===== config.mk =====
export PLATFORM = sky130hd
export DESIGN_NAME = ugsi_queue
export DESIGN_NICKNAME = d
export VERILOG_FILES = /design/src/rtl/ugsi_pkg.sv /design/src/rtl/ugsi_queue.sv
export SDC_FILE = /design/constraint.sdc
export NUM_CORES = 1
export LEC_CHECK = 0
export BUFFER_PORTS_ARGS = -buffer_cell sky130_fd_sc_hd__clkbuf_2
export CAP_MARGIN = 30
export CORE_ASPECT_RATIO = 0.75
export CORE_MARGIN = 3
export CORE_UTILIZATION = 26
export CTS_CLUSTER_DIAMETER = 80
export DETAILED_ROUTE_END_ITERATION = 16
export PLACE_DENSITY = 0.51
export SKIP_LAST_GASP = 1
export SLEW_MARGIN = 0
export SYNTH_ARGS = -nofsm -noshare
export SYNTH_HDL_FRONTEND = slang
export SYNTH_SLANG_ARGS = --single-unit

===== constraint.sdc =====
create_clock -name i_clk -period 3.8 [get_ports i_clk]
set_input_delay 0.19 -clock i_clk [delete_from_list [all_inputs] [get_ports i_clk]]
set_output_delay 0.19 -clock i_clk [all_outputs]
set_load 0.02 [all_outputs]

===== src/rtl/ugsi_pkg.sv =====
// shared constants, types and register codes of the uniform grid spatial index
`default_nettype none
package ugsi_pkg;
    localparam int MAX_ROWS      = 64;
    localparam int MAX_COLS      = 64;
    localparam int CELL_CAPACITY = 16;
    localparam int ID_WIDTH      = 16;

    localparam int CFG_W  = 13;
    localparam int CRD_W  = 16;
    localparam int Q_W    = CRD_W + 1;
    localparam int OID_W  = 16;
    localparam int ID_W   = (ID_WIDTH < OID_W) ? ID_WIDTH : OID_W;
    localparam int ROW_W  = (MAX_ROWS > 1) ? $clog2(MAX_ROWS) : 1;
    localparam int COL_W  = (MAX_COLS > 1) ? $clog2(MAX_COLS) : 1;
    localparam int NCELLS = MAX_ROWS * MAX_COLS;
    localparam int CELL_W = (NCELLS > 1) ? $clog2(NCELLS) : 1;
    localparam int SLOT_W = (CELL_CAPACITY > 1) ? $clog2(CELL_CAPACITY) : 1;
    localparam int CNT_W  = $clog2(CELL_CAPACITY + 1);
    localparam int NSLOTS = NCELLS * CELL_CAPACITY;
    localparam int STORE_W = (NSLOTS > 1) ? $clog2(NSLOTS) : 1;

    typedef enum logic [1:0] {
        REG_AREA_WIDTH  = 2'd0,
        REG_AREA_HEIGHT = 2'd1,
        REG_CELL_SIZE   = 2'd2
    } t_reg_idx;

    typedef struct packed {
        logic [CFG_W-1:0] width;
        logic [CFG_W-1:0] height;
        logic [CFG_W-1:0] cs;
    } t_geom;

    typedef struct packed {
        logic             query;
        logic             hit;
        logic [ID_W-1:0]  id;
        logic [ROW_W-1:0] r0;
        logic [ROW_W-1:0] r1;
        logic [COL_W-1:0] c0;
        logic [COL_W-1:0] c1;
    } t_cmd;
endpackage
`default_nettype wire


===== src/rtl/ugsi_queue.sv =====
// two entry command queue between front and back
`default_nettype none
module ugsi_queue (
    input  wire logic           i_clk,
    input  wire logic           i_rst_n,
    input  wire logic           i_push,
    input  wire ugsi_pkg::t_cmd i_cmd,
    input  wire logic           i_pop,
    output ugsi_pkg::t_cmd      o_cmd,
    output logic                o_full,
    output logic                o_nonempty
);
    import ugsi_pkg::*;

    t_cmd r_slot [2];
    logic r_wp, r_rp;
    logic [1:0] r_used;

    assign o_cmd      = r_slot[r_rp];
    assign o_full     = r_used == 2'd2;
    assign o_nonempty = r_used != 2'd0;

    always_ff @(posedge i_clk) begin
        if (!i_rst_n) begin
            r_wp   <= 1'b0;
            r_rp   <= 1'b0;
            r_used <= 2'd0;
        end else begin
            if (i_push) r_wp <= ~r_wp;
            if (i_pop)  r_rp <= ~r_rp;
            r_used <= r_used + 2'(i_push) - 2'(i_pop);
        end
    end

    always_ff @(posedge i_clk) begin
        if (i_push) begin
            r_slot[r_wp] <= i_cmd;
        end
    end
endmodule
`default_nettype wire


==> metrics.md <==
| Metric | Value |
|---|---|
| Post-Layout Cell Count | `421` |
| RSZ-0062 raised after global routing | `false` |
| Type of the worst setup path | `flip-flop to output port` |
| Tcrit/Tclk final | `62.6%` |
| H-tree depth | `3` |
| Asr flop ratio synth | `0%` |
| Critical path's largest stage delay | `890 ps` |
| Final Max Slew Viols | `0` |
| Family with the most delay on the worst path | `flip-flops` |
| Post-DP HPWL | `4160 µm` |
| Hold crit path type | `input pin to flip-flop` |
| Final ANT Viol Nets | `0` |
| CP max FO | `25` |
| Clock latency on the worst-skew pair | `330 ps` |
| Post-synthesis net count | `200` |
| DIE WIDTH | `139 µm` |
| Top-area cell type share of the netlist area | `72.8%` |
| Port buffer count | `89` |
| DRC Markers | `0` |
| RR Endpoint | `r_slot[0][5]$_DFFE_PP_` |
| Vias | `1,682` |
| Reg2reg path depth | `2` |
| Fill count | `1,243` |
| Area delta synth->final | `27.2%` |
| #FFs+latches synth | `89` |
| WP data required | `3610 ps` |
| Starting Density | `27.4%` |
| Placed cells | `405` |
| Post-CTS Setup Inserts | `0` |
| Syn. warnings | `0` |
| Fin area | `0.00441 mm²` |
| Setup violators final | `0` |
| Reg2reg start | `r_wp$_SDFFE_PN0P_` |
| Critical path endpoint category | `output port` |
| Dpl cell area | `0.00407 mm²` |
| Critical path cell sequence | `buf_4 > mux2_4 > clkbuf_2` |
| Syn Area/Cell | `22.8 µm²` |
| Synth top area cells | `edfxtp_1 (73%), mux2_4 (17%), dfxtp_1 (2.9%), buf_12 (2.3%), and2_1 (0.72%)` |
| Final Hold Violating Endpoints | `0` |
| Register-to-Register Setup Slack | `2100 ps` |
| Dominant cell type by area after synthesis | `edfxtp_1` |
| Die area | `0.0148 mm²` |
| Die height | `106 µm` |
| Crit path buf inv count | `2` |
| Hold buffers post-CTS | `0` |
| Largest net degree at the start of global routing | `27` |
| Antenna violations before repair | `0` |
| Critical path depth in cells | `3` |
| Relative slew slack | `43.3%` |
| First-pass GRT wire length | `9660 µm` |
| Seq/Total Area, Yosys | `75.7%` |
| Hold_sp | `i_cmd[24]` |
| Status | `finished clean` |
| CTS tree | `done` |
| Gr usage total | `8.65%` |
| Layout Nets | `298` |
| First-pass DRT Iterations | `4` |
| Clock Sinks | `89` |
| Synth Instances | `152` |
| DR WL/cell | `14.5 µm` |
| Share of cells above drive strength 1 | `59.6%` |
| Initial DRC Count | `26` |
| Reg clk slew, reported paths | `60 ps` |
| Synth cell count leaders | `edfxtp_1 (84), mux2_4 (40), dfxtp_1 (5)` |
| Clk_skew | `3.15 ps` |
| Worst Hold Depth | `1` |
| Main synth FF type | `edfxtp_1` |
| Number of flops mapped to enable cells by yosys | `84` |
| IO Count | `90` |
| Post-CTS Resized | `0` |
| Max Cap Viol | `0` |
| Max clock buf depth | `2` |
| ANT cells | `0` |
| Max VDD drop | `213 µV` |
| Startpoint class of the critical path | `flip-flop` |
| CP max stage cell | `dfxtp_2` |
| Total Negative Setup Slacks | `0 ps` |
| Final WL | `6120 µm` |
| Worst-margin pin slew | `850 ps` |
| Fmax | `0.420 GHz` |
| Distinct cells, synth | `14` |
| FP Rows | `35` |
| Period minus WS final | `2380 ps` |
| Pleak | `1.76 nW` |
| Number of global-route vias before repair | `1,836` |
| CTS buffer count | `9` |
| Cell Area, Synth | `0.00346 mm²` |
| Gpl congestion | `0.634` |
| Total power divided by cell area | `553 mW/mm²` |
| CTS Root Cell | `clkbuf_16` |
| CP Capture Point | `o_cmd[10]` |
| Via density | `4.00` |
| Gr ovfl total | `0` |
| Core box area | `0.0127 mm²` |
| Count leader, synth | `edfxtp_1` |
| Critical Path AT | `2190 ps` |
==> sequential cells by signal, summed over array words and instances (netlist names), named ones only <==
register / count
r_slot: 84
r_used: 2
r_rp: 1
r_wp: 1
==> metal layers <==
layer | vias to the layer above | routed length [µm] | track usage [%] | part of all wire (%)
li1 | 779 | - | - | -
met2 | 60 | 2840 | 13.0 | 46
met1 | 833 | 2630 | 10.5 | 43
met3 | 10 | 563 | 4.90 | 9.2
met5 | - | 0 | 0 | 0
met4 | 0 | 87 | 2.93 | 1.4
==> metrics by stage <==
step           worst slack, ps  power [mW]  hold WS (ps)  utilization (%)
5_1_grt                   1280        2.55          31.3             34.8
6_report                  1420        2.44          47.8             34.8
2_1_floorplan             1140        1.40           289                -
4_1_cts                   1330        2.48          28.8             34.8
3_5_place_dp              1710        1.49           383             32.2
3_3_place_gp              1700        1.49           380             32.0
==> area by class of cell <==
| type | count | area [µm²] | area share [%] |
|---|---|---|---|
| clock buffers | 10 | 229 | 5.20 |
| repair buffers | 92 | 480 | 10.9 |
| well taps | 166 | 208 | 4.71 |
| inverters | 2 | 7.51 | 0.170 |
| clock inverters | 6 | 106 | 2.41 |
| multi-input cells | 56 | 752 | 17.1 |
| flip-flops and latches | 89 | 2620 | 59.5 |
==> worst min path at each step <==
stage / end
after floorplan: r_slot[0][0]$_DFFE_PP_
after global placement: r_slot[1][3]$_DFFE_PP_
after detailed placement: r_slot[0][24]$_DFFE_PP_
after CTS: r_slot[0][24]$_DFFE_PP_
after global routing: r_slot[0][22]$_DFFE_PP_
final: r_slot[1][24]$_DFFE_PP_
==> placed cells by master (no fill, tap or decap), types with 3 or more instances in the layout <==
| master | synthesis | final |
|---|---|---|
| and2_1 | 4 | 3 |
| bufinv_16 | 0 | 3 |
| clkbuf_16 | 0 | 9 |
| clkbuf_2 | 0 | 89 |
| dfxtp_1 | 5 | 4 |
| edfxtp_1 | 84 | 84 |
| mux2_4 | 40 | 40 |
| nor2b_1 | 4 | 3 |
==> cells by family after synthesis <==
logic type | after synthesis | share of synthesized area (%)
xor+xnor | 2 | 0.903
mux | 42 | 18.0
buf+inv | 7 | 2.85
flops | 89 | 75.7
simple gates | 9 | 1.63
compound gates | 1 | 0.217
fa+ha+maj | 2 | 0.722
==> power breakdown <==
group          leakage, nW  total [mW]  internal, mW  switching [mW]
combinational        0.770       0.300         0.146           0.154
sequential           0.830        1.16          1.13          0.0302
clock                0.160       0.976         0.639           0.337
total                 1.76        2.44          1.92           0.521
(Power assumes the default switching activity.)
