==> src/rtl/ugsi_pkg.sv <==
// shared constants, types and register codes of the uniform grid spatial index
`default_nettype none
package ugsi_pkg;
    localparam int MAX_ROWS      = 64;
    localparam int MAX_COLS      = 64;
    localparam int CELL_CAPACITY = 16;
    localparam int ID_WIDTH      = 16;

    localparam int CFG_W  = 13;
    localparam int CRD_W  = 16;
    localparam int Q_W    = CRD_W + 1;
    localparam int OID_W  = 16;
    localparam int ID_W   = (ID_WIDTH < OID_W) ? ID_WIDTH : OID_W;
    localparam int ROW_W  = (MAX_ROWS > 1) ? $clog2(MAX_ROWS) : 1;
    localparam int COL_W  = (MAX_COLS > 1) ? $clog2(MAX_COLS) : 1;
    localparam int NCELLS = MAX_ROWS * MAX_COLS;
    localparam int CELL_W = (NCELLS > 1) ? $clog2(NCELLS) : 1;
    localparam int SLOT_W = (CELL_CAPACITY > 1) ? $clog2(CELL_CAPACITY) : 1;
    localparam int CNT_W  = $clog2(CELL_CAPACITY + 1);
    localparam int NSLOTS = NCELLS * CELL_CAPACITY;
    localparam int STORE_W = (NSLOTS > 1) ? $clog2(NSLOTS) : 1;

    typedef enum logic [1:0] {
        REG_AREA_WIDTH  = 2'd0,
        REG_AREA_HEIGHT = 2'd1,
        REG_CELL_SIZE   = 2'd2
    } t_reg_idx;

    typedef struct packed {
        logic [CFG_W-1:0] width;
        logic [CFG_W-1:0] height;
        logic [CFG_W-1:0] cs;
    } t_geom;

    typedef struct packed {
        logic             query;
        logic             hit;
        logic [ID_W-1:0]  id;
        logic [ROW_W-1:0] r0;
        logic [ROW_W-1:0] r1;
        logic [COL_W-1:0] c0;
        logic [COL_W-1:0] c1;
    } t_cmd;
endpackage
`default_nettype wire

==> src/rtl/ugsi_front.sv <==
// front end: takes items, divides coordinates by the cell size, clamps to the grid
`default_nettype none
module ugsi_front (
    input  wire logic                          i_clk,
    input  wire logic                          i_rst_n,
    input  wire logic                          i_take,
    input  wire ugsi_pkg::t_geom               i_geom,
    input  wire logic                          i_action,
    input  wire logic [15:0]                   i_object_id,
    input  wire logic signed [15:0]            i_box_x_min,
    input  wire logic signed [15:0]            i_box_y_min,
    input  wire logic signed [15:0]            i_box_x_max,
    input  wire logic signed [15:0]            i_box_y_max,
    input  wire logic signed [15:0]            i_query_x,
    input  wire logic signed [15:0]            i_query_y,
    input  wire logic                          i_q_full,
    output logic                               o_push,
    output ugsi_pkg::t_cmd                     o_cmd,
    output logic                               o_idle
);
    import ugsi_pkg::*;

    typedef enum logic [3:0] {
        F_IDLE  = 4'b0001,
        F_LOAD  = 4'b0010,
        F_DIV   = 4'b0100,
        F_PUSH  = 4'b1000
    } t_fstate;

    t_fstate r_state, n_state;
    logic [2:0] r_op;
    logic [3:0] r_cnt;
    logic [CFG_W-1:0] r_rem;
    logic [CRD_W-1:0] r_dvd;
    logic r_neg;
    logic r_query;
    logic [ID_W-1:0] r_id;
    logic signed [CRD_W-1:0] r_crd [4];
    logic signed [Q_W-1:0] r_q [6];

    logic signed [CRD_W-1:0] sel;
    logic [CRD_W-1:0] num;
    logic [CFG_W:0] trial;
    logic fit;
    logic [2:0] last_op;
    logic signed [Q_W-1:0] cols, rows, c0, c1, rr0, rr1;

    assign last_op = r_query ? 3'd3 : 3'd5;

    always_comb begin
        sel = 16'sd0;
        case (r_op)
            3'd2:    sel = r_crd[0];
            3'd3:    sel = r_crd[1];
            3'd4:    sel = r_crd[2];
            3'd5:    sel = r_crd[3];
            default: sel = 16'sd0;
        endcase
    end

    always_comb begin
        if (r_op == 3'd0) begin
            num = CRD_W'(i_geom.width) + CRD_W'(i_geom.cs) - 16'd1;
        end else if (r_op == 3'd1) begin
            num = CRD_W'(i_geom.height) + CRD_W'(i_geom.cs) - 16'd1;
        end else begin
            num = sel[CRD_W-1] ? 16'(-sel) : 16'(sel);
        end
    end

    assign trial = {r_rem, r_dvd[CRD_W-1]};
    assign fit   = trial >= {1'b0, i_geom.cs};

    always_comb begin
        cols = (r_q[0] > Q_W'(MAX_COLS)) ? Q_W'(MAX_COLS) : r_q[0];
        rows = (r_q[1] > Q_W'(MAX_ROWS)) ? Q_W'(MAX_ROWS) : r_q[1];
        c0   = (r_q[2] < 0) ? '0 : r_q[2];
        rr0  = (r_q[3] < 0) ? '0 : r_q[3];
        c1   = (r_q[4] > cols - 1) ? Q_W'(cols - 1) : r_q[4];
        rr1  = (r_q[5] > rows - 1) ? Q_W'(rows - 1) : r_q[5];
        o_cmd.query = r_query;
        o_cmd.id    = r_id;
        if (r_query) begin
            o_cmd.hit = (r_q[2] >= 0) && (r_q[2] < cols) && (r_q[3] >= 0) && (r_q[3] < rows);
            o_cmd.c0  = COL_W'(r_q[2]);
            o_cmd.r0  = ROW_W'(r_q[3]);
            o_cmd.c1  = COL_W'(r_q[2]);
            o_cmd.r1  = ROW_W'(r_q[3]);
        end else begin
            o_cmd.hit = (c0 <= c1) && (rr0 <= rr1);
            o_cmd.c0  = COL_W'(c0);
            o_cmd.r0  = ROW_W'(rr0);
            o_cmd.c1  = COL_W'(c1);
            o_cmd.r1  = ROW_W'(rr1);
        end
    end

    always_comb begin
        n_state = r_state;
        unique case (r_state)
            F_IDLE: if (i_take) n_state = F_LOAD;
            F_LOAD: n_state = F_DIV;
            F_DIV: begin
                if (r_cnt == 4'd15 && r_op == last_op) begin
                    n_state = F_PUSH;
                end else if (r_cnt == 4'd15) begin
                    n_state = F_LOAD;
                end
            end
            F_PUSH: if (!i_q_full) n_state = F_IDLE;
            default: n_state = F_IDLE;
        endcase
    end

    assign o_push = (r_state == F_PUSH) && !i_q_full;
    assign o_idle = (r_state == F_IDLE);

    always_ff @(posedge i_clk) begin
        if (!i_rst_n) begin
            r_state <= F_IDLE;
        end else begin
            r_state <= n_state;
        end
    end

    always_ff @(posedge i_clk) begin
        case (r_state)
            F_IDLE: begin
                r_op    <= 3'd0;
                r_query <= i_action;
                r_id    <= ID_W'(i_object_id);
                r_crd[0] <= i_action ? i_query_x : i_box_x_min;
                r_crd[1] <= i_action ? i_query_y : i_box_y_min;
                r_crd[2] <= i_box_x_max;
                r_crd[3] <= i_box_y_max;
            end
            F_LOAD: begin
                r_dvd <= num;
                r_rem <= '0;
                r_cnt <= '0;
                r_neg <= (r_op >= 3'd2) && sel[CRD_W-1];
            end
            F_DIV: begin
                r_rem <= fit ? CFG_W'(trial - {1'b0, i_geom.cs}) : CFG_W'(trial);
                r_dvd <= {r_dvd[CRD_W-2:0], fit};
                r_cnt <= r_cnt + 4'd1;
                if (r_cnt == 4'd15) begin
                    r_q[r_op] <= r_neg ? -Q_W'({r_dvd[CRD_W-2:0], fit})
                                       : Q_W'({r_dvd[CRD_W-2:0], fit});
                    r_op <= r_op + 3'd1;
                end
            end
            default: begin
            end
        endcase
    end
endmodule
`default_nettype wire

==> config.mk <==
export PLATFORM = sky130hd
export DESIGN_NAME = ugsi_front
export DESIGN_NICKNAME = d
export VERILOG_FILES = /design/src/rtl/ugsi_pkg.sv /design/src/rtl/ugsi_front.sv
export SDC_FILE = /design/constraint.sdc
export NUM_CORES = 1
export LEC_CHECK = 0
export BUFFER_PORTS_ARGS = -buffer_cell sky130_fd_sc_hd__buf_2
export CAP_MARGIN = 20
export CELL_PAD_IN_SITES_DETAIL_PLACEMENT = 1
export CELL_PAD_IN_SITES_GLOBAL_PLACEMENT = 2
export CORE_UTILIZATION = 34
export DETAILED_ROUTE_END_ITERATION = 7
export PLACE_DENSITY = 0.77
export SLEW_MARGIN = 10
export SYNTH_ARGS = -nofsm -noshare
export SYNTH_HDL_FRONTEND = slang
export SYNTH_SLANG_ARGS = --single-unit
==> constraint.sdc <==
create_clock -name i_clk -period 6.78 [get_ports i_clk]
set_input_delay 1.017 -clock i_clk [delete_from_list [all_inputs] [get_ports i_clk]]
set_output_delay 1.017 -clock i_clk [all_outputs]
set_load 0.1 [all_outputs]
==> run summary <==
The run finished, with violations left. The final reports fail on negative setup slack. The kind of cell with the highest combined delay along the critical path is simple AND/OR/NAND/NOR gates. The run gives 0 as the detailed-route DRC error count. During synthesis, Yosys emitted a total of 0 warnings.

The most used flip-flop cell after synthesis is sky130_fd_sc_hd__edfxtp_1. The later-pin clock latency in the skew report is 0.56 ns. Across all layers, the routed design uses 12,400 vias.

In the finished design, the share of the clock period the worst path needs comes to 108%. Timing would allow up to 0.137 GHz. In this run the critical register-to-register path is captured at r_dvd[14]. The instance area after placement is 0.0176 mm2. Most area-hungry cell type in the Yosys netlist: sky130_fd_sc_hd__edfxtp_1.

The number of buffers and inverters on the critical path is 2. Number of pins exceeding their max-slew limit in the final report: 0. The critical path class is reg2out. Setup repair after global routing could not meet its margin everywhere. Buffers inserted during clock tree synthesis total 26. The register bit count reported by yosys works out to 224. TritonCTS built the clock tree.

The post-route worst setup slack came out at -0.513 ns. Cell row count: 77. Maximum level of the CTS H-tree: 1. The area growth from synthesis to layout is 19.5%, and the share of the synthesized area in the top cell type is 42.5%.

The run gives 13,100 as the via count of the first global-routing pass. The logs give 4.93 mW for the total power consumption of the routed design and 6.28 ns for the arrival time of the worst setup path. The register-to-register setup slack is 2.18 ns. After detailed placement, the design holds a cell count of 2,314.

At the pin with the least slew margin, the transition time is 1.07 ns. Sequential cells were found to cover 43.1% of the synthesized design area. The highest ir drop seen on vdd was 0.194 mV. The cell sitting at the root of the clock tree is a sky130_fd_sc_hd__clkbuf_16. Across the routed clock network, the largest skew measured is 0.0116 ns. The number of cells on the critical path came out at 28. The number of vias per cell after detailed routing came out at 5.24. After synthesis, the netlist uses 83 different library cells. Summed over all layers, the routed wires come to 46,700 um. The total setup violations reported at the end of the flow came out at 1.

200 I/O pins were placed. Yosys mapped a number of flops with a built-in enable equal to 220. Total global routing overflow: 0. The slowest stage of the critical path is the sky130_fd_sc_hd__or4_4 cell.

Measured along the y axis, the die boundary spans 216 um. In the synthesized netlist, the number of instances is 1,518. The tool flagged a number of max-cap violations equal to 0. STA classifies the critical path endpoint as a primary output.

Summing every instance area after synthesis gives 0.0155 mm2. The first-pass iteration count of the detailed router is 5. The first-pass GRT wire length was 73,400 um.

The overall track demand over capacity in global routing was 20.2%. Core region area: 0.0446 mm2. The worst register-to-register path begins at r_op[2]. The average routed wire per standard cell is 19.7 um, and the average footprint of a synthesized cell is 10.2 um2. For this configuration, the core starts out at a cell density of 34.8%. Following the worst setup path forward leads to its endpoint at o_cmd[40].

Number of nets in the finished design: 2,092. The most frequent cell after synthesis was sky130_fd_sc_hd__edfxtp_1. The largest single stage delay on the critical path is 0.55 ns.

The logs give 0.0465 mm2 for the full die area and 0.598 ns for the worst hold margin. The worst path in the final design needs a cycle of 7.29 ns, including I/O delays and setup. The number of antenna violations at the first check in global routing is 0. The required time of the critical path came out at 5.76 ns. The sink count of the clock tree was 224; the end-of-flow core utilization was 41.6%. In this run the tightest slew margin relative to its limit is 28.8%. The share of final-layout standard cells stronger than drive strength 1 works out to 21.7%. The post-synthesis net count came out at 1,854. For the filler-free cell count of the finished design, the log shows 2,368. Ranked by total cell area, the synthesized netlist is headed by sky130_fd_sc_hd__edfxtp_1 (43%), sky130_fd_sc_hd__ha_1 (14%), sky130_fd_sc_hd__inv_1 (3.2%). The number of hold-slack violations in the final timing report was 0. The finished cells cover 0.0186 mm2.

The placed wire-length estimate after detailed placement was 36,800 um; the largest buffer count on any clock path was 3. The clock transition at the registers of the reported paths is 0.06 ns. Tracing the worst setup path back leads to its startpoint at r_q[1][8]. The largest net degree at the start of global routing was 70; the die boundary width was 216 um.

The first routing iteration left 606 violations. The number of buffers added on ports is 199. Path category of the worst min-delay check: reg2reg. The detail route stage leaves a number of antenna-violating nets equal to 0. Along the worst path, the maximum fanout reaches 4. At the end of routability-driven placement, the weighted congestion stood at 0.876.

The worst setup path is launched from a flop. Counting cells, the worst reg-to-reg path comes to 13. Sorting the synthesized cells by how often they occur yields sky130_fd_sc_hd__edfxtp_1 (220), sky130_fd_sc_hd__ha_1 (177), sky130_fd_sc_hd__inv_1 (131), sky130_fd_sc_hd__nor2_1 (127), sky130_fd_sc_hd__nand2_1 (125).

The number of antenna cells inserted is 0. Of all flip-flops after synthesis, the portion carrying an async set or reset was 0%. In this run the power density over the cells is 266 mW/mm2.

Summed over all cells, the static leakage comes to 7.71 nW.
[per-stage QoR]
| step | setup slack, ns | TNS, ns |
|---|---|---|
| floorplan | -0.506 | -0.506 |
| global placement | 0.0149 | 0 |
| detailed placement | -0.131 | -0.131 |
| CTS | -0.527 | -0.527 |
| global route | -0.829 | -0.829 |
| finish | -0.513 | -0.513 |
[worst min-delay path, delay by kind of cell (launching register included)]
family / cells / cell delay (ns)
flip-flops: 1 / 0.34
multiplexers: 1 / 0.07
AND/OR/NAND/NOR: 1 / 0.07
[per-layer routing]
| layer | vias to the layer above | global-route usage (%) | routed length [um] |
|---|---|---|---|
| met5 | - | 0 | 0 |
| met4 | 0 | 6.48 | 1380 |
| li1 | 6053 | - | - |
| met1 | 5995 | 25.8 | 20800 |
| met2 | 267 | 35.3 | 22700 |
| met3 | 82 | 2.62 | 1860 |
[final cells by class]
cell class / count / area, um2
Fill cell: 5042 / 26100
Clock inverter: 20 / 190
Timing Repair Buffer: 253 / 1440
Multi-Input combinational cell: 1120 / 8350
Sequential cell: 224 / 6690
Inverter: 131 / 493
Clock buffer: 28 / 658
Tap cell: 592 / 741
[layout by cell type, fill, tap and decap left out, types with 6 or more instances in the layout]
cell type	instances
sky130_fd_sc_hd__edfxtp_1	220
sky130_fd_sc_hd__a22o_1	10
sky130_fd_sc_hd__buf_4	51
sky130_fd_sc_hd__mux2_2	39
sky130_fd_sc_hd__a221oi_1	17
sky130_fd_sc_hd__xnor2_1	49
sky130_fd_sc_hd__and2_1	24
sky130_fd_sc_hd__o31ai_1	10
sky130_fd_sc_hd__buf_2	198
sky130_fd_sc_hd__a21oi_1	85
sky130_fd_sc_hd__o21ai_1	12
sky130_fd_sc_hd__ha_1	174
sky130_fd_sc_hd__o21ai_0	62
sky130_fd_sc_hd__and3_1	10
sky130_fd_sc_hd__nand2b_1	13
sky130_fd_sc_hd__a211oi_1	10
sky130_fd_sc_hd__mux2i_1	18
sky130_fd_sc_hd__a221o_1	6
sky130_fd_sc_hd__a22oi_1	14
sky130_fd_sc_hd__clkbuf_16	26
sky130_fd_sc_hd__or3_1	7
sky130_fd_sc_hd__inv_1	130
sky130_fd_sc_hd__nand3_1	22
sky130_fd_sc_hd__a31oi_1	9
sky130_fd_sc_hd__nor3_1	27
sky130_fd_sc_hd__xor2_1	26
sky130_fd_sc_hd__or2_2	8
sky130_fd_sc_hd__clkinv_1	8
sky130_fd_sc_hd__nor2_1	126
sky130_fd_sc_hd__o21a_1	17
sky130_fd_sc_hd__nor2b_1	43
sky130_fd_sc_hd__nand2_1	123
sky130_fd_sc_hd__a21o_1	29
sky130_fd_sc_hd__nand4_1	27
[logic make-up (layout without fill, tap and decap cells)]
group / Yosys count / count (layout) / share of synthesized area [%]
XOR/XNOR: 76 / 76 / 4.33
AO/OA/AOI/OAI: 342 / 342 / 15.0
buffers and inverters: 174 / 432 / 4.31
AND/OR/NAND/NOR: 463 / 463 / 14.5
multiplexers: 59 / 59 / 4.13
adder cells (fa/ha/maj): 180 / 180 / 14.6
flip-flops: 224 / 224 / 43.1
[state kept, by name, summed over array words and instances, names as in the netlist]
signal and cells:
r_q 102, r_crd 64, r_dvd 16, r_id 16, r_rem 13, r_cnt 4, r_state 4, r_op 3
r_neg 1, r_query 1
[power by group]
part           leakage [nW]  total [mW]  internal, mW  switching [mW]
Sequential             2.10        1.85          1.77          0.0752
Clock                 0.413        1.42         0.817           0.600
Combinational          5.20        1.66         0.487            1.17
[worst min path at each step]
| stage | startpoint | to | slack (ns) | cells after the start |
|---|---|---|---|---|
| 6_report | r_rem[2] | r_rem[3] | 0.60 | 2 |
| 5_1_grt | i_object_id[13] | r_id[13] | 0.60 | 1 |
| 4_1_cts | i_box_x_max[14] | r_crd[2][14] | 0.59 | 1 |
| 3_5_place_dp | r_rem[2] | r_rem[3] | 0.59 | 2 |
| 3_3_place_gp | r_rem[3] | r_rem[4] | 0.58 | 2 |
| 2_1_floorplan | r_state[0] | r_neg | 0.55 | 1 |
[what timing repair did]
| action | in CTS | in global routing |
|---|---|---|
| hold buffers | 0 | 0 |
| pin swaps | 15 | 4 |
| resized for setup | 11 | 6 |
| gates cloned | 1 | 0 |
| hold endpoints to repair | 0 | 0 |
| endpoints found under the setup margin | 1 | 1 |
| setup buffers | 5 | 0 |
Power figures use the tool's default switching activity.
